File: config.mk
export PLATFORM = sky130hd
export DESIGN_NAME = dual_queue_duplicate_purge
export DESIGN_NICKNAME = d
export VERILOG_FILES = /design/src/dqp_pkg.sv /design/src/dqp_ctrl.sv /design/src/dqp_datapath.sv /design/src/dual_queue_duplicate_purge.sv
export SDC_FILE = /design/constraint.sdc
export NUM_CORES = 2
export LEC_CHECK = 0
export CAP_MARGIN = 25
export CORE_UTILIZATION = 35
export DETAILED_ROUTE_END_ITERATION = 10
export DONT_BUFFER_PORTS = 1
export MAX_ROUTING_LAYER = met4
export SETUP_SLACK_MARGIN = 0.2
export SYNTH_ARGS = -nofsm -noshare
export SYNTH_HDL_FRONTEND = slang
export SYNTH_HIERARCHICAL = 1
export SYNTH_SLANG_ARGS = --single-unit
File: constraint.sdc
create_clock -name clk -period 6.1 [get_ports clk]
set_input_delay 1.83 -clock clk [delete_from_list [all_inputs] [get_ports clk]]
set_output_delay 1.83 -clock clk [all_outputs]
set_load 0.03 [all_outputs]
File: src/dqp_pkg.sv
// Shared types and constants for the dual queue duplicate purge block.
// Holds queue sizing, command and status codes, and the control/status
// structs that join the controller to the datapath. No dependencies.
package dqp_pkg;

	// Queue sizing
	localparam int QUEUE_DEPTH = 16;
	localparam int IDX_W       = $clog2(QUEUE_DEPTH);
	localparam int CNT_W       = $clog2(QUEUE_DEPTH + 1);
	localparam int IDX_IN_W    = 4;
	localparam int CMP_W       = (CNT_W > IDX_IN_W) ? CNT_W : IDX_IN_W;
	localparam int DATA_W      = 32;

	// Command codes
	typedef enum logic [1:0] {
		CMD_ENQ    = 2'd0,
		CMD_REMOVE = 2'd1,
		CMD_PURGE  = 2'd2,
		CMD_READ   = 2'd3
	} cmd_t;

	// Result status codes
	typedef enum logic [1:0] {
		STS_OK        = 2'd0,
		STS_FULL      = 2'd1,
		STS_NOT_FOUND = 2'd2,
		STS_BAD_INDEX = 2'd3
	} status_t;

	// Step commands from controller to datapath
	typedef struct packed {
		logic load;
		logic enq;
		logic read_issue;
		logic read_take;
		logic scan_issue;
		logic scan_check;
		logic scan_commit;
		logic pg_issue_b;
		logic pg_load_b;
		logic pg_issue_a;
		logic pg_cmp_a;
		logic pg_write;
		logic pg_commit;
		logic publish;
	} ctl_t;

	// Status from datapath to controller
	typedef struct packed {
		cmd_t cmd;
		logic scan_done;
		logic pg_done;
		logic inner_done;
	} sts_t;

endpackage

File: src/dqp_ctrl.sv
// Controller state machine for the dual queue duplicate purge block.
// Sequences enqueue, remove, purge and read steps and owns the result
// valid flag. Depends on dqp_pkg.
module dqp_ctrl (
	input  logic          clk,
	input  logic          arst_n,
	input  logic          in_valid,
	output logic          in_stall,
	output logic          out_valid,
	input  logic          out_stall,
	input  dqp_pkg::sts_t sts,
	output dqp_pkg::ctl_t ctl
);
	import dqp_pkg::*;

	typedef enum logic [9:0] {
		ST_IDLE      = 10'b0000000001,
		ST_DISPATCH  = 10'b0000000010,
		ST_READ_WAIT = 10'b0000000100,
		ST_SCAN_RD   = 10'b0000001000,
		ST_SCAN_CHK  = 10'b0000010000,
		ST_PG_RD_B   = 10'b0000100000,
		ST_PG_LD_B   = 10'b0001000000,
		ST_PG_RD_A   = 10'b0010000000,
		ST_PG_CMP_A  = 10'b0100000000,
		ST_DONE      = 10'b1000000000
	} fsm_state_t;

	fsm_state_t state_q;
	fsm_state_t state_d;
	logic       out_valid_q;
	logic       out_free;

	assign in_stall  = (state_q != ST_IDLE);
	assign out_valid = out_valid_q;
	assign out_free  = !out_valid_q || !out_stall;

	// Decode next state and step commands
	always_comb begin
		ctl     = '0;
		state_d = state_q;
		unique case (state_q)
			ST_IDLE: begin
				if (in_valid) begin
					ctl.load = 1'b1;
					state_d  = ST_DISPATCH;
				end
			end
			ST_DISPATCH: begin
				case (sts.cmd)
					CMD_ENQ: begin
						ctl.enq = 1'b1;
						state_d = ST_DONE;
					end
					CMD_REMOVE: state_d = ST_SCAN_RD;
					CMD_PURGE:  state_d = ST_PG_RD_B;
					CMD_READ: begin
						ctl.read_issue = 1'b1;
						state_d        = ST_READ_WAIT;
					end
					default: state_d = ST_DONE;
				endcase
			end
			ST_READ_WAIT: begin
				ctl.read_take = 1'b1;
				state_d       = ST_DONE;
			end
			ST_SCAN_RD: begin
				if (sts.scan_done) begin
					ctl.scan_commit = 1'b1;
					state_d         = ST_DONE;
				end else begin
					ctl.scan_issue = 1'b1;
					state_d        = ST_SCAN_CHK;
				end
			end
			ST_SCAN_CHK: begin
				ctl.scan_check = 1'b1;
				state_d        = ST_SCAN_RD;
			end
			ST_PG_RD_B: begin
				if (sts.pg_done) begin
					ctl.pg_commit = 1'b1;
					state_d       = ST_DONE;
				end else begin
					ctl.pg_issue_b = 1'b1;
					state_d        = ST_PG_LD_B;
				end
			end
			ST_PG_LD_B: begin
				ctl.pg_load_b = 1'b1;
				state_d       = ST_PG_RD_A;
			end
			ST_PG_RD_A: begin
				if (sts.inner_done) begin
					ctl.pg_write = 1'b1;
					state_d      = ST_PG_RD_B;
				end else begin
					ctl.pg_issue_a = 1'b1;
					state_d        = ST_PG_CMP_A;
				end
			end
			ST_PG_CMP_A: begin
				ctl.pg_cmp_a = 1'b1;
				state_d      = ST_PG_RD_A;
			end
			ST_DONE: begin
				if (out_free) begin
					ctl.publish = 1'b1;
					state_d     = ST_IDLE;
				end
			end
			default: state_d = ST_IDLE;
		endcase
	end

	// Advance state and hold the result beat until taken
	always_ff @(posedge clk or negedge arst_n) begin
		if (!arst_n) begin
			state_q     <= ST_IDLE;
			out_valid_q <= 1'b0;
		end else begin
			state_q <= state_d;
			if (ctl.publish) begin
				out_valid_q <= 1'b1;
			end else if (!out_stall) begin
				out_valid_q <= 1'b0;
			end
		end
	end

`ifndef ASSERT_OFF
	a_ctl_exclusive: assert property (@(posedge clk) disable iff (!arst_n)
		$onehot0(ctl))
		else $error("more than one step command at once");
	a_publish_free: assert property (@(posedge clk) disable iff (!arst_n)
		ctl.publish |-> (!out_valid_q || !out_stall))
		else $error("result overwritten while stalled");
	a_accept_dispatch: assert property (@(posedge clk) disable iff (!arst_n)
		(in_valid && !in_stall) |=> (state_q == ST_DISPATCH && out_valid_q == $past(out_valid_q
		&& out_stall) || state_q == ST_DISPATCH))
		else $error("accepted beat not dispatched");
`endif

endmodule

File: src/dqp_datapath.sv
// Datapath for the dual queue duplicate purge block: two queue memories,
// occupancies, scan pointers, working result and output registers.
// Driven by dqp_ctrl step commands. Depends on dqp_pkg.
module dqp_datapath (
	input  logic                        clk,
	input  logic                        arst_n,
	input  logic [1:0]                  command,
	input  logic                        queue_select,
	input  logic signed [31:0]          value,
	input  logic [3:0]                  index,
	input  dqp_pkg::ctl_t               ctl,
	output dqp_pkg::sts_t               sts,
	output logic [1:0]                  status,
	output logic [4:0]                  removed_count,
	output logic signed [31:0]          read_value,
	output logic [4:0]                  count_a,
	output logic [4:0]                  count_b
);
	import dqp_pkg::*;

	// Queue storage
	logic [DATA_W-1:0] mem_a_q [QUEUE_DEPTH];
	logic [DATA_W-1:0] mem_b_q [QUEUE_DEPTH];
	logic [DATA_W-1:0] a_rdata_q;
	logic [DATA_W-1:0] b_rdata_q;

	// Control state
	logic [CNT_W-1:0]  occ_a_q;
	logic [CNT_W-1:0]  occ_b_q;

	// Working registers
	cmd_t              cmd_q;
	logic              sel_q;
	logic [DATA_W-1:0] val_q;
	logic [IDX_IN_W-1:0] idx_q;
	logic [CNT_W-1:0]  rd_ptr_q;
	logic [CNT_W-1:0]  wr_ptr_q;
	logic [CNT_W-1:0]  j_ptr_q;
	logic              found_q;
	logic              hit_q;
	logic [DATA_W-1:0] cur_q;
	status_t           st_q;
	logic [CNT_W-1:0]  rem_q;
	logic [DATA_W-1:0] rv_q;

	// Result registers
	logic [1:0]        status_q;
	logic [4:0]        removed_q;
	logic [DATA_W-1:0] read_value_q;
	logic [4:0]        count_a_q;
	logic [4:0]        count_b_q;

	// Memory ports
	logic              a_we, a_re, b_we, b_re;
	logic [IDX_W-1:0]  a_waddr, a_raddr, b_waddr, b_raddr;
	logic [DATA_W-1:0] a_wdata, b_wdata;

	logic [CNT_W-1:0]  occ_sel;
	logic              full_sel;
	logic              idx_ok;
	logic [DATA_W-1:0] scan_data;
	logic              keep_scan;

	assign occ_sel   = sel_q ? occ_b_q : occ_a_q;
	assign full_sel  = (occ_sel >= CNT_W'(QUEUE_DEPTH));
	assign idx_ok    = (CMP_W'(idx_q) < CMP_W'(occ_sel));
	assign scan_data = sel_q ? b_rdata_q : a_rdata_q;
	assign keep_scan = found_q || (scan_data != val_q);

	assign sts.cmd        = cmd_q;
	assign sts.scan_done  = (rd_ptr_q >= occ_sel);
	assign sts.pg_done    = (rd_ptr_q >= occ_b_q);
	assign sts.inner_done = hit_q || (j_ptr_q >= occ_a_q);

	assign status        = status_q;
	assign removed_count = removed_q;
	assign read_value    = read_value_q;
	assign count_a       = count_a_q;
	assign count_b       = count_b_q;

	// Steer memory reads and writes for the current step
	always_comb begin
		a_we    = 1'b0;
		a_re    = 1'b0;
		b_we    = 1'b0;
		b_re    = 1'b0;
		a_waddr = '0;
		a_raddr = '0;
		b_waddr = '0;
		b_raddr = '0;
		a_wdata = val_q;
		b_wdata = val_q;
		if (ctl.enq && !full_sel) begin
			if (sel_q) begin
				b_we    = 1'b1;
				b_waddr = occ_b_q[IDX_W-1:0];
			end else begin
				a_we    = 1'b1;
				a_waddr = occ_a_q[IDX_W-1:0];
			end
		end
		if (ctl.read_issue) begin
			a_re    = !sel_q;
			b_re    = sel_q;
			a_raddr = IDX_W'(idx_q);
			b_raddr = IDX_W'(idx_q);
		end
		if (ctl.scan_issue) begin
			a_re    = !sel_q;
			b_re    = sel_q;
			a_raddr = rd_ptr_q[IDX_W-1:0];
			b_raddr = rd_ptr_q[IDX_W-1:0];
		end
		if (ctl.scan_check && keep_scan) begin
			a_we    = !sel_q;
			b_we    = sel_q;
			a_waddr = wr_ptr_q[IDX_W-1:0];
			b_waddr = wr_ptr_q[IDX_W-1:0];
			a_wdata = scan_data;
			b_wdata = scan_data;
		end
		if (ctl.pg_issue_b) begin
			b_re    = 1'b1;
			b_raddr = rd_ptr_q[IDX_W-1:0];
		end
		if (ctl.pg_issue_a) begin
			a_re    = 1'b1;
			a_raddr = j_ptr_q[IDX_W-1:0];
		end
		if (ctl.pg_write && !hit_q) begin
			b_we    = 1'b1;
			b_waddr = wr_ptr_q[IDX_W-1:0];
			b_wdata = cur_q;
		end
	end

	// Queue memories with registered read data
	always_ff @(posedge clk) begin
		if (a_we) begin
			mem_a_q[a_waddr] <= a_wdata;
		end
		if (a_re) begin
			a_rdata_q <= mem_a_q[a_raddr];
		end
	end

	always_ff @(posedge clk) begin
		if (b_we) begin
			mem_b_q[b_waddr] <= b_wdata;
		end
		if (b_re) begin
			b_rdata_q <= mem_b_q[b_raddr];
		end
	end

	// Update occupancies
	always_ff @(posedge clk or negedge arst_n) begin
		if (!arst_n) begin
			occ_a_q <= '0;
			occ_b_q <= '0;
		end else begin
			if (ctl.enq && !full_sel) begin
				if (sel_q) begin
					occ_b_q <= occ_b_q + 1'b1;
				end else begin
					occ_a_q <= occ_a_q + 1'b1;
				end
			end
			if (ctl.scan_commit && found_q) begin
				if (sel_q) begin
					occ_b_q <= occ_b_q - 1'b1;
				end else begin
					occ_a_q <= occ_a_q - 1'b1;
				end
			end
			if (ctl.pg_commit) begin
				occ_b_q <= wr_ptr_q;
			end
		end
	end

	// Capture the command, walk the pointers and build the result
	always_ff @(posedge clk) begin
		if (ctl.load) begin
			cmd_q    <= cmd_t'(command);
			sel_q    <= queue_select;
			val_q    <= value;
			idx_q    <= index;
			rd_ptr_q <= '0;
			wr_ptr_q <= '0;
			j_ptr_q  <= '0;
			found_q  <= 1'b0;
			hit_q    <= 1'b0;
			st_q     <= STS_OK;
			rem_q    <= '0;
			rv_q     <= '0;
		end
		if (ctl.enq && full_sel) begin
			st_q <= STS_FULL;
		end
		if (ctl.read_issue && !idx_ok) begin
			st_q <= STS_BAD_INDEX;
		end
		if (ctl.read_take && idx_ok) begin
			rv_q <= scan_data;
		end
		if (ctl.scan_check) begin
			if (!keep_scan) begin
				found_q <= 1'b1;
			end else begin
				wr_ptr_q <= wr_ptr_q + 1'b1;
			end
			rd_ptr_q <= rd_ptr_q + 1'b1;
		end
		if (ctl.scan_commit) begin
			if (found_q) begin
				rem_q <= CNT_W'(1);
			end else begin
				st_q <= STS_NOT_FOUND;
			end
		end
		if (ctl.pg_load_b) begin
			cur_q   <= b_rdata_q;
			j_ptr_q <= '0;
			hit_q   <= 1'b0;
		end
		if (ctl.pg_cmp_a) begin
			if (a_rdata_q == cur_q) begin
				hit_q <= 1'b1;
			end
			j_ptr_q <= j_ptr_q + 1'b1;
		end
		if (ctl.pg_write) begin
			if (!hit_q) begin
				wr_ptr_q <= wr_ptr_q + 1'b1;
			end
			rd_ptr_q <= rd_ptr_q + 1'b1;
		end
		if (ctl.pg_commit) begin
			rem_q <= rd_ptr_q - wr_ptr_q;
		end
		if (ctl.publish) begin
			status_q     <= st_q;
			removed_q    <= 5'(rem_q);
			read_value_q <= rv_q;
			count_a_q    <= 5'(occ_a_q);
			count_b_q    <= 5'(occ_b_q);
		end
	end

`ifndef ASSERT_OFF
	a_occ_a_bound: assert property (@(posedge clk) disable iff (!arst_n)
		occ_a_q <= CNT_W'(QUEUE_DEPTH))
		else $error("queue A occupancy above depth");
	a_occ_b_bound: assert property (@(posedge clk) disable iff (!arst_n)
		occ_b_q <= CNT_W'(QUEUE_DEPTH))
		else $error("queue B occupancy above depth");
	a_wr_behind_rd: assert property (@(posedge clk) disable iff (!arst_n)
		(ctl.scan_check || ctl.pg_write) |-> (wr_ptr_q <= rd_ptr_q))
		else $error("compaction write pointer passed read pointer");
`endif

endmodule

File: src/dual_queue_duplicate_purge.sv
// Dual bounded queue block with first-match remove and duplicate purge.
// Channels: an input beat (command, queue_select, value, index) and a result
// beat (status, removed_count, read_value, count_a, count_b), each with
// valid/stall; a beat moves on a clock edge with valid high and stall low.
// One command is worked at a time. in_stall is high from the accepted beat
// until its result is loaded into the output register; a new beat is taken
// while an earlier result still waits there.
// From accept to result the command passes dispatch, its own steps and a
// done step that loads the result register. Enqueue writes in dispatch;
// read issues in dispatch and takes the data in the next step. Memory read
// data is registered, so each compared entry costs an issue step and a
// check step; remove walks the target queue, and the purge walks A for
// each entry of B until the first match.
// The next beat can be taken in the cycle after the result is loaded.
// A stalled receiver holds the result register; a finished command waits
// in its last step until the register frees up, so no result is dropped.
// Reset empties both queues and clears the result valid flag; queue storage
// itself is not cleared.
// Depends on dqp_pkg, dqp_ctrl and dqp_datapath.
module dual_queue_duplicate_purge (
	input  logic               clk,
	input  logic               arst_n,
	input  logic               in_valid,
	output logic               in_stall,
	input  logic [1:0]         command,
	input  logic               queue_select,
	input  logic signed [31:0] value,
	input  logic [3:0]         index,
	output logic               out_valid,
	input  logic               out_stall,
	output logic [1:0]         status,
	output logic [4:0]         removed_count,
	output logic signed [31:0] read_value,
	output logic [4:0]         count_a,
	output logic [4:0]         count_b
);
	import dqp_pkg::*;

	ctl_t ctl;
	sts_t sts;

	// Sequence the steps
	dqp_ctrl u_ctrl (
		.clk       (clk),
		.arst_n    (arst_n),
		.in_valid  (in_valid),
		.in_stall  (in_stall),
		.out_valid (out_valid),
		.out_stall (out_stall),
		.sts       (sts),
		.ctl       (ctl)
	);

	// Hold the queues and build the result
	dqp_datapath u_datapath (
		.clk           (clk),
		.arst_n        (arst_n),
		.command       (command),
		.queue_select  (queue_select),
		.value         (value),
		.index         (index),
		.ctl           (ctl),
		.sts           (sts),
		.status        (status),
		.removed_count (removed_count),
		.read_value    (read_value),
		.count_a       (count_a),
		.count_b       (count_b)
	);

endmodule
### After elaboration in Yosys (flattened, before gate mapping)

Memories as Yosys holds them, arrays and structs flattened. A register that Yosys moved wholly into a read port is not among the register bits.
Index checks and enable logic that the tools add are counted.

* mux-type cells: 101
* $add $sub $neg: 8
* eq/ne operators: 19
* reduce and logical (&&, ||, !) cells: 22
* $lt $le $gt $ge: 5

Operator list (number)
* $mux W32: 5
* $mux W5: 24
* $pmux W10 S9: 1
* $mux W1: 48
* $mux W4: 11
* $mux W10: 4
* $pmux W10 S4: 1
* $eq A32 B32 Y1: 1
* $ne A32 B32 Y1: 1
* $add A5 B1 Y5 const B: 5
* $ge A5 B5 Y1: 3
* $mux W2: 6
* $eq A10 B1 Y1 const B: 1
* $eq A10 B10 Y1 const B: 1
* $eq A10 B2 Y1 const B: 1
* $eq A10 B3 Y1 const B: 1
* $eq A10 B4 Y1 const B: 1
* $eq A10 B5 Y1 const B: 1
* $eq A10 B6 Y1 const B: 1
* $eq A10 B7 Y1 const B: 1
* $eq A10 B8 Y1 const B: 1
* $eq A10 B9 Y1 const B: 1
* $ne A10 B1 Y1 const B: 1
* $sub A5 B1 Y5 const B: 2
* other kinds (16): 32

* bits in writable memories: 1024
* register bits: 197
* memories kept: 2

Memory list
* u_datapath.mem_a_q: words 16, bits a word 32, read ports 1, clocked after Yosys merged registers in 1, write ports 1, line dqp_datapath.sv:22 `logic [DATA_W-1:0] mem_a_q [QUEUE_DEPTH];`
* u_datapath.mem_b_q: words 16, bits a word 32, read ports 1, clocked after Yosys merged registers in 1, write ports 1, line dqp_datapath.sv:23 `logic [DATA_W-1:0] mem_b_q [QUEUE_DEPTH];`

### Longest topological paths before layout

* depth after elaboration: 9
* gate-level depth with buffers: 24
* gate-level depth less buffers: 18

### Hierarchy

Netlist, hierarchy kept.

By module, submodules not included
* dqp_datapath: area each 51105.3 µm², cells an instance 3248, instances 1
* dqp_ctrl: area each 681.9 µm², cells an instance 79, instances 1

### Least setup slack after synthesis

OpenSTA, ideal clock, no wires.

* path kind: reg2reg
* start: reg u_datapath.j_ptr_q[0]
* end: mem u_datapath.mem_b_q[1][0], enable pin
* stages on the path, launching flop included: 18
* clock period less this slack: 5453 ps
* path slack: 647 ps
* data arrival time: 4992 ps
* required time: 5639 ps
* cell sequence: edfxtp_1 > inv_1 > ha_1 > nand2b_1 > a21o_1 > a21oi_1 > nor2b_1 > o21ai_0 > nand2_1 > inv_1 > nor2_1 > nand2b_1 > buf_1 > and4_1 > a31o_2 > buf_2 > mux2_2 > nor3_1

RTL lines
* start: declaration: line dqp_datapath.sv:38 `logic [CNT_W-1:0] j_ptr_q;`
* start signal: assignment: line dqp_datapath.sv:231 `j_ptr_q <= j_ptr_q + 1'b1;`
* end: declaration: line dqp_datapath.sv:23

==> flow_summary_export.csv <==
group,metric,value,unit
status,status,"finished clean",
drt,drc,0,
place,place_area,0.0552,mm^2
grt,grt_overflow,0,
critical_path,r2r_end,"u_datapath/b_rdata_q[28]",
critical_path,crit_path_end_kind,"register",
job,cap_violations,0,
floorplanning,start_util,0.354,
pwr,internal_power,15.4,mW
drt,via_per_inst,5.38,
place,gp_congestion,0.909,
clocking,cts_hold_buf,0,
clocking,path_clk_slew,0.06,ns
worst_hold_path,hold_class,"register to register",
place,numPortBuffers,0,
sta,relSlewSlack,0.275,
grt,grt_usage,0.184,
clocking,clkSinkCount,1285,
floorplanning,rows,140,
synth,syn_area_per_cell,15.6,um^2
critical_path,cp_slowest_cell,"edfxtp_1",
pwr,p_total,20.7,mW
critical_path,arrival,5.76,ns
clocking,clk_latency,0.79,ns
pwr,switching_share,0.255,
worst_hold_path,holdCritStartpoint,"u_datapath/rv_q[12]",
pwr,comb_power_share,0.104,
critical_path,crit_path_max_fanout,55,
place,dp_hpwl,77.2,mm
drt,antenna_left,0,
cells_and_area,multiInputGateArea,0.0129,mm^2
sta,rsz0062_at_grt,"no",
pwr,p_leak,19.2,nW
synth,ys_seq_elements,1285,
clocking,root_buffer,"clkbuf_16",
sta,fmax,0.190,GHz
synth,async_flop_share,0.0163,
worst_hold_path,worstHoldEndpoint,"u_datapath/read_value[12]",
synth,syn-num-nets,3402,
critical_path,ff2ff_path_depth,18,
synth,yosysUniqueCellTypes,67,
clocking,cts_made_buffers,131,
clocking,cts_max_level,4,
sta,period_share,0.864,
clocking,cts_tree,"done",
grt,grt_pass1_vias,28587,
cells_and_area,nets,3498,
sta,finalSetupTns,0,ns
critical_path,cp-start-kind,"register",
grt,grt_max_degree,136,
synth,ys.flop_type,"edfxtp_1",
synth,ys_warn_count,6,
critical_path,path_buf_inv,4,
floorplanning,coreArea,0.146,mm^2
cells_and_area,syn_to_final_growth,14.9,%
cells_and_area,stdcell_area,0.0595,mm^2
cells_and_area,layout-drive-gt1-share,0.154,
floorplanning,io_pins,94,
cells_and_area,fillers,13007,
synth,synth_area,0.0518,mm^2
synth,synth_seq_area_share,0.740,
floorplanning,die_h,387,um
grt,grt_antenna_before_repair,19,
sta,setup_viol,0,
critical_path,slowest_delay,0.68,ns
sta,hold_viol,0,
critical_path,required,6.59,ns
drt,vias,29363,
critical_path,reg2reg_from,"u_datapath/sel_q",
sta,layout_min_cycle_time,5.27,ns
critical_path,cp_cell_sequence,"buf_12 > buf_4 > nand2_1 > a21boi_0 > ha_1 > nor2b_1 > o21ai_0 > nand2b_1 > nand3b_1 > nor2_1 > buf_4 > or2_2 > o21a_4 > buf_12 > and3_1 > a311oi_1 > a311oi_1 > a31oi_1",
pwr,irDropWorstVdd,0.276,mV
drt,drtIter0Drc,3134,
synth,synth_edf_count,1250,
grt,grt_pass1_wl,196,mm
worst_hold_path,hold_depth,0,
clocking,clk_path_buf_depth,3,
floorplanning,die_area,0.150,mm^2
critical_path,crit_type,"register to register",
pwr,pwr-share-seq,0.519,
synth,synthCells,3327,
pwr,switchingPower,5.28,mW
cells_and_area,final-seq-area,0.0383,mm^2
sta,slew_violations,0,
pwr,clkPwrFrac,0.377,
sta,worstMarginPinSlew,1.09,ns
drt,drt-pass1-iter-count,5,
drt,wl,134,mm
clocking,cts_setup_buffers,0,
critical_path,critPathTopFamily,"compound AO/OA/AOI/OAI gates",
pwr,power_density,348,mW/mm^2
floorplanning,fp.dieW,387,um
clocking,cts_resized,0,
sta,skew,0.0511,ns
critical_path,r2r_setup_slack,0.83,ns
drt,wl_per_cell,24.6,um
cells in the final DEF, fill, tap and decap left out, drive strengths merged, types with 6 or more instances in the layout:
cell	instances
o21ai	63
a311oi	65
a31oi	36
mux2	7
dfxtp	14
nand4	10
a21oi	19
nor2b	10
mux4	128
and3	40
nand2b	12
buf	157
mux2i	143
dfrtp	20
nand3	308
nand2	627
nor2	95
o311ai	33
xnor2	62
nor3	29
clkinv	61
edfxtp	1250
diode	11
ha	31
inv	33
clkbuf	162
o21a	8
and2	8
nor4	20
xor2	20
bufinv	6
through the flow:
step	setup WS (ns)	utilization	std cells	hold slack [ns]
2_1_floorplan	0.647	-	3327	0.400
3_3_place_gp	0.914	0.378	5200	0.406
3_5_place_dp	0.911	0.378	5201	0.405
4_1_cts	0.898	0.406	5441	0.418
5_1_grt	0.554	0.407	5455	0.428
6_report	0.831	0.407	5458	0.418
worst max path at each step:
stage,start,to,slack [ns],cells past startpoint
finish,u_datapath/sel_q,u_datapath/b_rdata_q[28],0.83,18
global route,u_datapath/sel_q,u_datapath/b_rdata_q[11],0.55,19
CTS,u_datapath/sel_q,u_datapath/a_rdata_q[21],0.90,18
detailed placement,u_datapath/sel_q,u_datapath/b_rdata_q[18],0.91,18
global placement,u_datapath/sel_q,u_datapath/b_rdata_q[18],0.91,18
floorplan,u_datapath/j_ptr_q[0],u_datapath/mem_b_q[1][0],0.65,17
flip-flops by register name, summed over array words and instances, names as in the netlist, 10 cells and up, named ones only:
name                   flops
u_ctrl/state_q            10
u_datapath/a_rdata_q      32
u_datapath/b_rdata_q      32
u_datapath/cur_q          32
u_datapath/mem_a_q       512
u_datapath/mem_b_q       512
u_datapath/read_value     32
u_datapath/rv_q           32
u_datapath/val_q          32
cell usage after synthesis, types with 3 or more instances:
library cell | number | area [um^2]
mux2i_2 | 3 | 41.3
nand3_1 | 308 | 1540
and4_1 | 4 | 35.0
o311ai_0 | 33 | 289
edfxtp_1 | 1250 | 37500
inv_1 | 25 | 93.8
buf_1 | 11 | 41.3
o21bai_1 | 3 | 22.5
and3_1 | 40 | 250
clkbuf_1 | 150 | 563
xor2_1 | 20 | 175
nand4_1 | 10 | 62.6
mux4_2 | 128 | 2880
nor4_1 | 18 | 113
mux2i_1 | 140 | 1400
nor2b_1 | 10 | 62.6
a21o_1 | 5 | 37.5
o21ai_0 | 52 | 260
xnor2_1 | 62 | 543
buf_6 | 6 | 67.6
o21ai_1 | 11 | 55.1
a311oi_1 | 65 | 569
and2_1 | 8 | 50.1
or4_1 | 3 | 22.5
dfxtp_1 | 14 | 280
dfrtp_1 | 20 | 500
nand2_1 | 627 | 2350
buf_4 | 3 | 22.5
a31oi_1 | 36 | 225
buf_2 | 23 | 115
ha_1 | 31 | 388
nor2_1 | 95 | 357
mux2_2 | 7 | 78.8
nand2b_1 | 12 | 75.1
o21a_1 | 8 | 60.1
nor3_1 | 29 | 145
a21oi_1 | 19 | 95.1
power by group through the flow:
stage	sequential, mW	clock, mW	combinational, mW
detailed placement	10.9	0	2.13
global route	10.8	8.27	2.34
CTS	10.7	7.95	2.14
global placement	10.9	0	2.09
finish	10.7	7.79	2.16
floorplan	10.8	0	1.31
cell type report:
class                      instances  area share
timing repair buffer             157      0.0261
sequential                      1285       0.644
antenna                           11    0.000463
clock buffer                     162      0.0572
clock inverter                    78      0.0130
tap                             1917      0.0403
multi-input combinational       1823       0.217
inverter                          25     0.00158
routing by layer:
metal  share of wire  vias to the layer above  GRT usage
met4           0.027                        0     0.0587
li1                -                    12956          -
met3           0.094                      204     0.0460
met5               0                        -          -
met1            0.43                    14990      0.252
met2            0.45                     1213      0.267
worst register-to-register path: stages (launching register included):
cell      delay, ns
edfxtp_1       0.68
buf_12         0.30
buf_4          0.20
nand2_1        0.11
a21boi_0       0.43
ha_1           0.32
nor2b_1        0.12
o21ai_0        0.17
nand2b_1       0.09
nand3b_1       0.19
nor2_1         0.17
buf_4          0.19
or2_2          0.35
o21a_4         0.57
buf_12         0.38
and3_1         0.27
a311oi_1       0.05
a311oi_1       0.31
a31oi_1        0.10
logic make-up after synthesis:
family	count (synthesis)	share of synthesized area
adder cells (fa/ha/maj)	32	0.00788
buffers and inverters	219	0.0175
AO/OA/AOI/OAI	252	0.0348
AND/OR/NAND/NOR	1179	0.100
flip-flops	1285	0.740
multiplexers	278	0.0850
XOR/XNOR	82	0.0139
Power figures use the tool's default switching activity.
